--- config.mk ---
export PLATFORM = sky130hd
export DESIGN_NAME = ipv4_blacklist_signature_filter
export DESIGN_NICKNAME = d
export VERILOG_FILES = /design/src/hdl/bsf_pkg.sv /design/src/hdl/bsf_parser.sv /design/src/hdl/bsf_table.sv /design/src/hdl/ipv4_blacklist_signature_filter.sv
export SDC_FILE = /design/constraint.sdc
export NUM_CORES = 1
export LEC_CHECK = 0
export ABC_AREA = 1
export BUFFER_PORTS_ARGS = -buffer_cell sky130_fd_sc_hd__buf_2
export CAP_MARGIN = 20
export CELL_PAD_IN_SITES_DETAIL_PLACEMENT = 2
export CELL_PAD_IN_SITES_GLOBAL_PLACEMENT = 2
export CORE_UTILIZATION = 36
export CTS_BUF_LIST = sky130_fd_sc_hd__clkbuf_4
export CTS_CLUSTER_DIAMETER = 150
export DETAILED_ROUTE_END_ITERATION = 8
export PLACE_DENSITY_LB_ADDON = 0.15
export SYNTH_ARGS = -nofsm -noshare
export SYNTH_HDL_FRONTEND = slang
export SYNTH_SLANG_ARGS = --single-unit
--- constraint.sdc ---
create_clock -name i_clk -period 4.2 [get_ports i_clk]
set_input_delay 0.42 -clock i_clk [delete_from_list [all_inputs] [get_ports i_clk]]
set_output_delay 0.42 -clock i_clk [all_outputs]
set_load 0.005 [all_outputs]
--- src/hdl/bsf_pkg.sv ---
// ----------------------------------------------------------------------------
// bsf_pkg
// Shared types and constants of the IPv4 source blacklist filter.
// ----------------------------------------------------------------------------
package bsf_pkg;

    // Blacklist size and index width
    localparam int BLACKLIST_DEPTH = 16;
    localparam int BL_IDX_W        = (BLACKLIST_DEPTH > 1) ? $clog2(BLACKLIST_DEPTH) : 1;

    // Request codes
    localparam logic [1:0] REQ_PACKET = 2'd0;
    localparam logic [1:0] REQ_INSERT = 2'd1;
    localparam logic [1:0] REQ_REMOVE = 2'd2;

    // Verdict causes
    localparam logic [1:0] CAUSE_PASS      = 2'd0;
    localparam logic [1:0] CAUSE_NOT_IPV4  = 2'd1;
    localparam logic [1:0] CAUSE_BLACKLIST = 2'd2;
    localparam logic [1:0] CAUSE_SIGNATURE = 2'd3;

    // Table request status
    localparam logic [1:0] STATUS_OK        = 2'd0;
    localparam logic [1:0] STATUS_FULL      = 2'd1;
    localparam logic [1:0] STATUS_NOT_FOUND = 2'd2;

    // Protocol constants
    localparam logic [15:0] ETHERTYPE_IPV4 = 16'h0800;
    localparam logic [7:0]  IP_PROTO_UDP   = 8'd17;
    localparam logic [31:0] SIG_WORD       = {8'h41, 8'h49, 8'h4E, 8'h43}; // "AINC"

    // Byte offsets within the frame (IP header fixed at 20 bytes)
    localparam logic [5:0] OFF_ETYPE_HI = 6'd12;
    localparam logic [5:0] OFF_ETYPE_LO = 6'd13;
    localparam logic [5:0] OFF_PROTO    = 6'd23;
    localparam logic [5:0] OFF_SRC_LO   = 6'd26;
    localparam logic [5:0] OFF_SRC_HI   = 6'd29;
    localparam logic [5:0] OFF_PAY_LO   = 6'd42;
    localparam logic [5:0] OFF_PAY_HI   = 6'd45;
    localparam logic [5:0] OFF_MAX      = 6'd63;

    // Minimum lengths
    localparam logic [5:0] LEN_ETH = 6'd14;
    localparam logic [5:0] LEN_IPV4 = 6'd34;
    localparam logic [5:0] LEN_SIG = 6'd46;

    // Header fields of the frame, including the byte now being taken
    typedef struct packed {
        logic [5:0]  len;
        logic [15:0] ether_type;
        logic [7:0]  protocol;
        logic [31:0] src_addr;
        logic [31:0] payload_head;
    } t_frame_info;

    // Blacklist command and response
    typedef struct packed {
        logic insert;
        logic remove;
    } t_tbl_cmd;

    typedef struct packed {
        logic hit;
        logic has_free;
    } t_tbl_rsp;

endpackage

--- src/hdl/bsf_parser.sv ---
// ----------------------------------------------------------------------------
// bsf_parser
// Frame byte counter and header field capture; clears at frame end.
// ----------------------------------------------------------------------------
module bsf_parser
    import bsf_pkg::*;
(
    input  logic        i_clk,
    input  logic        i_rst_n,
    input  logic        i_byte_en,
    input  logic [7:0]  i_byte,
    input  logic        i_last,
    output t_frame_info o_frame
);

    logic [5:0]  r_offset;
    logic [15:0] r_ether_type;
    logic [7:0]  r_protocol;
    logic [31:0] r_src_addr;
    logic [31:0] r_payload_head;

    t_frame_info n_frame;

    // Fold the current byte into the header fields
    always_comb begin
        n_frame.len          = (r_offset == OFF_MAX) ? r_offset : r_offset + 6'd1;
        n_frame.ether_type   = r_ether_type;
        n_frame.protocol     = r_protocol;
        n_frame.src_addr     = r_src_addr;
        n_frame.payload_head = r_payload_head;
        if (r_offset == OFF_ETYPE_HI || r_offset == OFF_ETYPE_LO) begin
            n_frame.ether_type = {r_ether_type[7:0], i_byte};
        end else if (r_offset == OFF_PROTO) begin
            n_frame.protocol = i_byte;
        end else if (r_offset >= OFF_SRC_LO && r_offset <= OFF_SRC_HI) begin
            n_frame.src_addr = {r_src_addr[23:0], i_byte};
        end else if (r_offset >= OFF_PAY_LO && r_offset <= OFF_PAY_HI) begin
            n_frame.payload_head = {r_payload_head[23:0], i_byte};
        end
    end

    assign o_frame = n_frame;

    // Frame state: advance on each byte, clear after the last one
    always_ff @(posedge i_clk) begin
        if (!i_rst_n || (i_byte_en && i_last)) begin
            r_offset       <= '0;
            r_ether_type   <= '0;
            r_protocol     <= '0;
            r_src_addr     <= '0;
            r_payload_head <= '0;
        end else if (i_byte_en) begin
            r_offset       <= n_frame.len;
            r_ether_type   <= n_frame.ether_type;
            r_protocol     <= n_frame.protocol;
            r_src_addr     <= n_frame.src_addr;
            r_payload_head <= n_frame.payload_head;
        end
    end

endmodule

--- src/hdl/bsf_table.sv ---
// ----------------------------------------------------------------------------
// bsf_table
// Blacklist of IPv4 source addresses: parallel match, insert, remove.
// ----------------------------------------------------------------------------
module bsf_table
    import bsf_pkg::*;
(
    input  logic        i_clk,
    input  logic        i_rst_n,
    input  t_tbl_cmd    i_cmd,
    input  logic [31:0] i_addr,
    output t_tbl_rsp    o_rsp
);

    logic [31:0]                r_entry [BLACKLIST_DEPTH];
    logic [BLACKLIST_DEPTH-1:0] r_valid;
    logic [BLACKLIST_DEPTH-1:0] n_valid;
    logic [BLACKLIST_DEPTH-1:0] match;
    logic [BL_IDX_W-1:0]        free_idx;
    logic                       has_free;

    // Compare every valid entry against the lookup address
    always_comb begin
        for (int i = 0; i < BLACKLIST_DEPTH; i++) begin
            match[i] = r_valid[i] && (r_entry[i] == i_addr);
        end
    end

    // Lowest free slot
    always_comb begin
        free_idx = '0;
        has_free = 1'b0;
        for (int i = BLACKLIST_DEPTH - 1; i >= 0; i--) begin
            if (!r_valid[i]) begin
                free_idx = BL_IDX_W'(i);
                has_free = 1'b1;
            end
        end
    end

    assign o_rsp.hit      = |match;
    assign o_rsp.has_free = has_free;

    // Valid marks: set on insert of an absent address, clear on remove
    always_comb begin
        n_valid = r_valid;
        if (i_cmd.insert && !o_rsp.hit && has_free) begin
            n_valid[free_idx] = 1'b1;
        end else if (i_cmd.remove) begin
            n_valid = r_valid & ~match;
        end
    end

    always_ff @(posedge i_clk) begin
        if (!i_rst_n) begin
            r_valid <= '0;
        end else begin
            r_valid <= n_valid;
        end
    end

    // Address store, no reset
    always_ff @(posedge i_clk) begin
        if (i_cmd.insert && !o_rsp.hit && has_free) begin
            r_entry[free_idx] <= i_addr;
        end
    end

endmodule

--- src/hdl/ipv4_blacklist_signature_filter.sv ---
// ----------------------------------------------------------------------------
// ipv4_blacklist_signature_filter
// Per-frame IPv4 source blacklist and UDP payload signature filter.
// ----------------------------------------------------------------------------
// Takes one word per clock: a frame byte (with a last-byte mark) or a
// blacklist insert/remove request. Every word passes through an input
// register and combinational logic into an output register; one word per
// clock is sustained while the output side is ready. While a finished
// result waits, bytes that give no result keep moving; the input stalls
// once a word with a result sits in the input register. The 16-entry
// blacklist is matched in parallel by the logic between the two registers.
// Each final frame byte gives one verdict, each table request one
// acknowledgement; other bytes give no result. The blacklist starts empty
// after reset, with no clearing pass.
module ipv4_blacklist_signature_filter
    import bsf_pkg::*;
(
    input  logic        i_clk,
    input  logic        i_rst_n,
    input  logic        i_in_valid,
    output logic        o_in_ready,
    input  logic [1:0]  i_req_type,
    input  logic [7:0]  i_packet_byte,
    input  logic        i_last_byte,
    input  logic [31:0] i_table_address,
    output logic        o_out_valid,
    input  logic        i_out_ready,
    output logic        o_is_table_ack,
    output logic        o_verdict,
    output logic [1:0]  o_cause,
    output logic [1:0]  o_table_status,
    output logic [31:0] o_ipv4_packets
);

    // Input register
    logic        r_s1_valid;
    logic [1:0]  r_s1_req;
    logic [7:0]  r_s1_byte;
    logic        r_s1_last;
    logic [31:0] r_s1_addr;

    // Output register
    logic        r_out_valid;
    logic        r_ack;
    logic        r_verdict;
    logic [1:0]  r_cause;
    logic [1:0]  r_status;
    logic [31:0] r_count_out;

    logic [31:0] r_count;
    logic [31:0] n_count;

    logic        is_pkt;
    logic        is_ins;
    logic        is_rem;
    logic        has_result;
    logic        advance;
    logic        frame_end;
    logic        not_ipv4;
    logic        sig_hit;
    logic        n_verdict;
    logic [1:0]  n_cause;
    logic [1:0]  n_status;
    logic [31:0] lookup_addr;

    t_frame_info frame;
    t_tbl_cmd    tbl_cmd;
    t_tbl_rsp    tbl_rsp;

    // Request decode
    assign is_pkt     = (r_s1_req == REQ_PACKET);
    assign is_ins     = (r_s1_req == REQ_INSERT);
    assign is_rem     = (r_s1_req == REQ_REMOVE);
    assign has_result = is_ins || is_rem || (is_pkt && r_s1_last);

    // Word in the input register leaves when its result has a place
    assign advance    = r_s1_valid && (!has_result || !r_out_valid || i_out_ready);
    assign o_in_ready = !r_s1_valid || advance;

    always_ff @(posedge i_clk) begin
        if (!i_rst_n) begin
            r_s1_valid <= 1'b0;
        end else if (o_in_ready) begin
            r_s1_valid <= i_in_valid;
        end
    end

    always_ff @(posedge i_clk) begin
        if (o_in_ready && i_in_valid) begin
            r_s1_req  <= i_req_type;
            r_s1_byte <= i_packet_byte;
            r_s1_last <= i_last_byte;
            r_s1_addr <= i_table_address;
        end
    end

    bsf_parser u_parser (
        .i_clk     (i_clk),
        .i_rst_n   (i_rst_n),
        .i_byte_en (advance && is_pkt),
        .i_byte    (r_s1_byte),
        .i_last    (r_s1_last),
        .o_frame   (frame)
    );

    // One match port: frame source address or request address
    assign lookup_addr    = is_pkt ? frame.src_addr : r_s1_addr;
    assign tbl_cmd.insert = advance && is_ins;
    assign tbl_cmd.remove = advance && is_rem;

    bsf_table u_table (
        .i_clk   (i_clk),
        .i_rst_n (i_rst_n),
        .i_cmd   (tbl_cmd),
        .i_addr  (lookup_addr),
        .o_rsp   (tbl_rsp)
    );

    // Frame checks
    assign not_ipv4 = (frame.len < LEN_ETH) || (frame.ether_type != ETHERTYPE_IPV4) ||
                      (frame.len < LEN_IPV4);
    assign sig_hit  = (frame.protocol == IP_PROTO_UDP) && (frame.len >= LEN_SIG) &&
                      (frame.payload_head == SIG_WORD);
    assign frame_end = advance && is_pkt && r_s1_last;

    always_comb begin
        n_verdict = 1'b0;
        n_cause   = CAUSE_PASS;
        n_status  = STATUS_OK;
        if (is_pkt) begin
            if (not_ipv4) begin
                n_cause = CAUSE_NOT_IPV4;
            end else if (tbl_rsp.hit) begin
                n_verdict = 1'b1;
                n_cause   = CAUSE_BLACKLIST;
            end else if (sig_hit) begin
                n_verdict = 1'b1;
                n_cause   = CAUSE_SIGNATURE;
            end
        end else if (is_ins) begin
            if (!tbl_rsp.hit && !tbl_rsp.has_free) begin
                n_status = STATUS_FULL;
            end
        end else if (!tbl_rsp.hit) begin
            n_status = STATUS_NOT_FOUND;
        end
    end

    // IPv4 frame counter, wraps
    assign n_count = (frame_end && !not_ipv4) ? r_count + 32'd1 : r_count;

    always_ff @(posedge i_clk) begin
        if (!i_rst_n) begin
            r_count <= '0;
        end else begin
            r_count <= n_count;
        end
    end

    // Output register
    always_ff @(posedge i_clk) begin
        if (!i_rst_n) begin
            r_out_valid <= 1'b0;
        end else if (advance && has_result) begin
            r_out_valid <= 1'b1;
        end else if (i_out_ready) begin
            r_out_valid <= 1'b0;
        end
    end

    always_ff @(posedge i_clk) begin
        if (advance && has_result) begin
            r_ack       <= !is_pkt;
            r_verdict   <= n_verdict;
            r_cause     <= n_cause;
            r_status    <= n_status;
            r_count_out <= n_count;
        end
    end

    assign o_out_valid    = r_out_valid;
    assign o_is_table_ack = r_ack;
    assign o_verdict      = r_verdict;
    assign o_cause        = r_cause;
    assign o_table_status = r_status;
    assign o_ipv4_packets = r_count_out;

`ifndef SYNTHESIS
    // Verdicts carry no table status
    a_verdict_status: assert property (@(posedge i_clk) disable iff (!i_rst_n)
        (r_out_valid && !r_ack) |-> (r_status == STATUS_OK))
        else $error("verdict with table status");

    // Acknowledgements carry no verdict or cause
    a_ack_fields: assert property (@(posedge i_clk) disable iff (!i_rst_n)
        (r_out_valid && r_ack) |-> (!r_verdict && (r_cause == CAUSE_PASS)))
        else $error("acknowledgement with verdict fields");

    // Drop exactly for blacklist or signature causes
    a_drop_cause: assert property (@(posedge i_clk) disable iff (!i_rst_n)
        r_out_valid |-> (r_verdict == ((r_cause == CAUSE_BLACKLIST) ||
                                       (r_cause == CAUSE_SIGNATURE))))
        else $error("verdict and cause disagree");

    // Counter moves only at a frame end
    a_count_step: assert property (@(posedge i_clk) disable iff (!i_rst_n)
        !frame_end |=> (r_count == $past(r_count)))
        else $error("counter changed without a frame end");
`endif

endmodule

==> metrics.txt <==
outcome=finished clean; Synth Area in Simple Gates=a little under a third; fin nets=between 5k and 6k; Int Power=around 12 mW; worst min path class=in -> reg; setup slack, reg-to-reg=between 5 and 6 ps; GRT Residual Overflow=0; max cap viols=0; post-synth top area share=between 40% and 50%; Critical Path Max Stage Delay=approximately 350 ps; IO buf count=86; async set or reset register ratio after synthesis=0%; fmax=238 MHz; Area contributors post-synth=edfxtp_1 47%, nand2_1 20%, inv_1 8.0%; DRC Markers=0; Place WS=-140 ps; Net Sw Frac=29.3%; Synth Area in Compound Gates=3.52%; Critical Path AT=approximately 5100 ps; reg2reg start=u_parser.r_offset[0]; Layout Skew=roughly 86 ps; count of cell types in the netlist=between 40 and 50; pin count of the biggest net entering global routing=approximately 140; Area Growth Syn to Fin=27.6%; critical path class=reg -> reg; Yosys Warn Count=0; critical path data required time=approximately 5100 ps; DR pass1 iterations=5; post-detail-place hpwl=~110000 um; Reg2Reg Capture Point=u_table.r_entry[13][22]; Synth area leader=edfxtp_1; period utilization=between 90% and 100%; routed vias=between 30k and 40k; H-tree levels=4; critical path depth in cells=27; layout cells sized above 1=between 10% and 20%; crit path buf inv count=9; Num CTS Buffers=212; combinational family with the most area after synthesis=simple AND/OR/NAND/NOR gates; Cell Rows=118; full die area=around 110000 um^2; Avg Inst Size Synth=a little under 8 um^2; Crit path max-delay family=simple AND/OR/NAND/NOR gates; Antenna Nets Post-Route=0; Fin. Hold Viols=0; initial antenna violation count=15; Reg2Reg Depth=27; CP endpoint=u_table.r_entry[13][22]; Top FF cell, synth=edfxtp_1; CP Max Fanout=14; total track usage=approximately 31%; Die Y=approximately 330 um; vias in the first global route=between 30k and 40k; maximum vdd drop=~0.00025 V; Worst-Margin Slew=roughly 920 ps; clock network power share=42.1%; most numerous cell in the Yosys netlist=nand2_1; adder-cell share of the synthesized area=less than 1%; Mapped Area=between 30000 and 40000 um^2; Seq pwr share=a little under half; combinational share of power=12.2%; sw power=between 5 and 6 mW; clock sinks=736; CP Launch Type=register; Crit. Startpoint=u_parser.r_offset[0]; top cells by count, synth=2030 x nand2_1, 810 x inv_1, 592 x edfxtp_1; first-pass GRT wire length=around 250000 um; Clock Tree Root=clkbuf_4; clk slew on worst S/H paths=approximately 80 ps; Slew HR=38.6%; Placeable Area=between 100000 and 150000 um^2; post-synth net total=around 4.9k; Final WS setup=5.25 ps; Final Total Pwr=around 18 mW; Syn Inst Count=about 4.8k; PD cells=about 360 nW/um^2; DR WL/cell=25.2 um; Longest Clk Path Bufs=3; DIE WIDTH=327 um; WL final=between 150000 and 200000 um; Critical-path top delay cell=dfxtp_2; RePlAce Congestion=0.842; Synth Area in XOR/XNOR=less than 1%; Ports=87; initial DRC count=about 2.2k; Vias per Instance=5.16; Post-synth EDFFs=a little under 600; P_leak=approximately 23 nW; Yosys reg bits=736; clk_lat worst skew=~1200 ps; Seq/Total Area, Yosys=between 50% and 60%; Slew Viols, Final=0; CP most frequent cell=nand2_1; TritonCTS clock tree=yes; initial core utilization=between 30% and 40%; Critical Path Sink Type=register; Period minus WS final=4190 ps; Setup Viol. Count Final=0; fraction of synthesized area in multiplexers=less than 1%
-- power groups by stage --
stage / Combinational [mW] / Clock (mW) / Sequential, mW
2_1_floorplan: 0.838 / 0 / 8.16
3_3_place_gp: 1.83 / 0 / 8.18
3_5_place_dp: 1.91 / 0 / 8.18
4_1_cts: 2.01 / 7.42 / 8.02
5_1_grt: 2.26 / 7.86 / 8.03
6_report: 2.14 / 7.39 / 8.03
-- placed cells by master (no fill, tap or decap), types with 6 or more instances in the layout --
master / Yosys / final
ha_1: 10 / 7
dfxtp_1: 144 / 142
o21ai_0: 94 / 94
buf_6: 17 / 9
nor2_1: 291 / 209
dlygate4sd3_1: 0 / 91
o211ai_1: 46 / 46
nand2_2: 48 / 49
nand4_1: 21 / 21
nor4_1: 16 / 16
diode_2: 0 / 9
nand3_2: 44 / 59
xor2_1: 31 / 31
nand3_1: 289 / 270
inv_2: 5 / 15
buf_2: 68 / 87
xnor2_1: 7 / 7
nor2_2: 1 / 60
nor3_1: 29 / 28
clkinv_4: 0 / 7
buf_12: 0 / 114
inv_1: 810 / 792
clkinv_1: 0 / 61
nand2_1: 2030 / 2018
nand2_4: 1 / 12
o21a_1: 12 / 12
or2_2: 32 / 32
clkbuf_4: 0 / 328
buf_4: 5 / 252
nand3b_1: 27 / 27
a21oi_1: 72 / 72
nor2_4: 0 / 25
clkbuf_16: 0 / 14
edfxtp_1: 592 / 592
clkinvlp_4: 0 / 6
-- worst min path at each step --
stage	start	depth (start not counted)	end
6_report	i_out_ready	6	o_out_valid
5_1_grt	i_out_ready	6	o_out_valid
4_1_cts	i_out_ready	6	o_out_valid
3_5_place_dp	u_parser.r_ether_type[7]	2	u_parser.r_ether_type[7]
3_3_place_gp	u_parser.r_ether_type[10]	2	u_parser.r_ether_type[10]
2_1_floorplan	u_parser.r_ether_type[10]	2	u_parser.r_ether_type[10]
-- flip-flops by register name, indices dropped and copies added, names as in the netlist, 16 cells and up --
register,flops
u_parser.r_ether_type,16
o_ipv4_packets,32
r_s1_addr,32
u_table.r_valid,16
u_parser.r_src_addr,32
r_count,32
u_table.r_entry,512
u_parser.r_payload_head,32
-- through the flow --
stage,cells,util [%],TNS [ps],hold slack (ps),area (um^2)
2_1_floorplan,4826,-,0,430,38100
3_3_place_gp,6486,41.7,-167,440,43500
3_5_place_dp,6487,41.7,-32110,459,43500
4_1_cts,6990,45.6,-0.310,218,47500
5_1_grt,7039,46.7,-4750,288,48600
6_report,7040,46.7,0,310,48600
-- worst min-delay path, delay by kind of cell --
family / cells / cell delay, ps
buffers and inverters: 3 / 820
AND/OR/NAND/NOR: 3 / 200
-- layer usage --
| metal | vias to the layer above | share of wire (%) | GRT usage, % |
|---|---|---|---|
| li1 | 16451 | - | - |
| met1 | 18442 | 39 | 36.0 |
| met2 | 1035 | 50 | 56.4 |
| met3 | 421 | 4.9 | 4.72 |
| met4 | 4 | 5.2 | 14.7 |
| met5 | - | 0.015 | 0 |
-- timing repair --
item / 4_1_cts / 5_1_grt
setup buffers: 3 / 25
setup endpoints to repair: 498 / 521
gates resized for setup: 43 / 135
hold buffers: 91 / 0
pin swaps: 2 / 11
cloned: 5 / 16
endpoints found under the hold margin: 69 / 0
-- logic make-up (layout without fill, tap and decap cells) --
logic type	after synthesis	after routing
AND/OR/NAND/NOR	2839	2841
buffers and inverters	968	1791
flip-flops	736	736
AO/OA/AOI/OAI	234	234
XOR/XNOR	38	38
adder cells (fa/ha/maj)	10	10
multiplexers	1	1
other	0	9
-- cell type report --
| type | count | area (um^2) |
|---|---|---|
| fill | 11659 | 55600 |
| timing repair buffer | 572 | 6110 |
| multi-input combinational | 3124 | 14200 |
| sequential | 736 | 20700 |
| tap | 1380 | 1730 |
| clock inverter | 76 | 392 |
| clock buffer | 328 | 2460 |
| inverter | 815 | 3080 |
| antenna | 9 | 22.5 |
(Power assumes the default switching activity.)
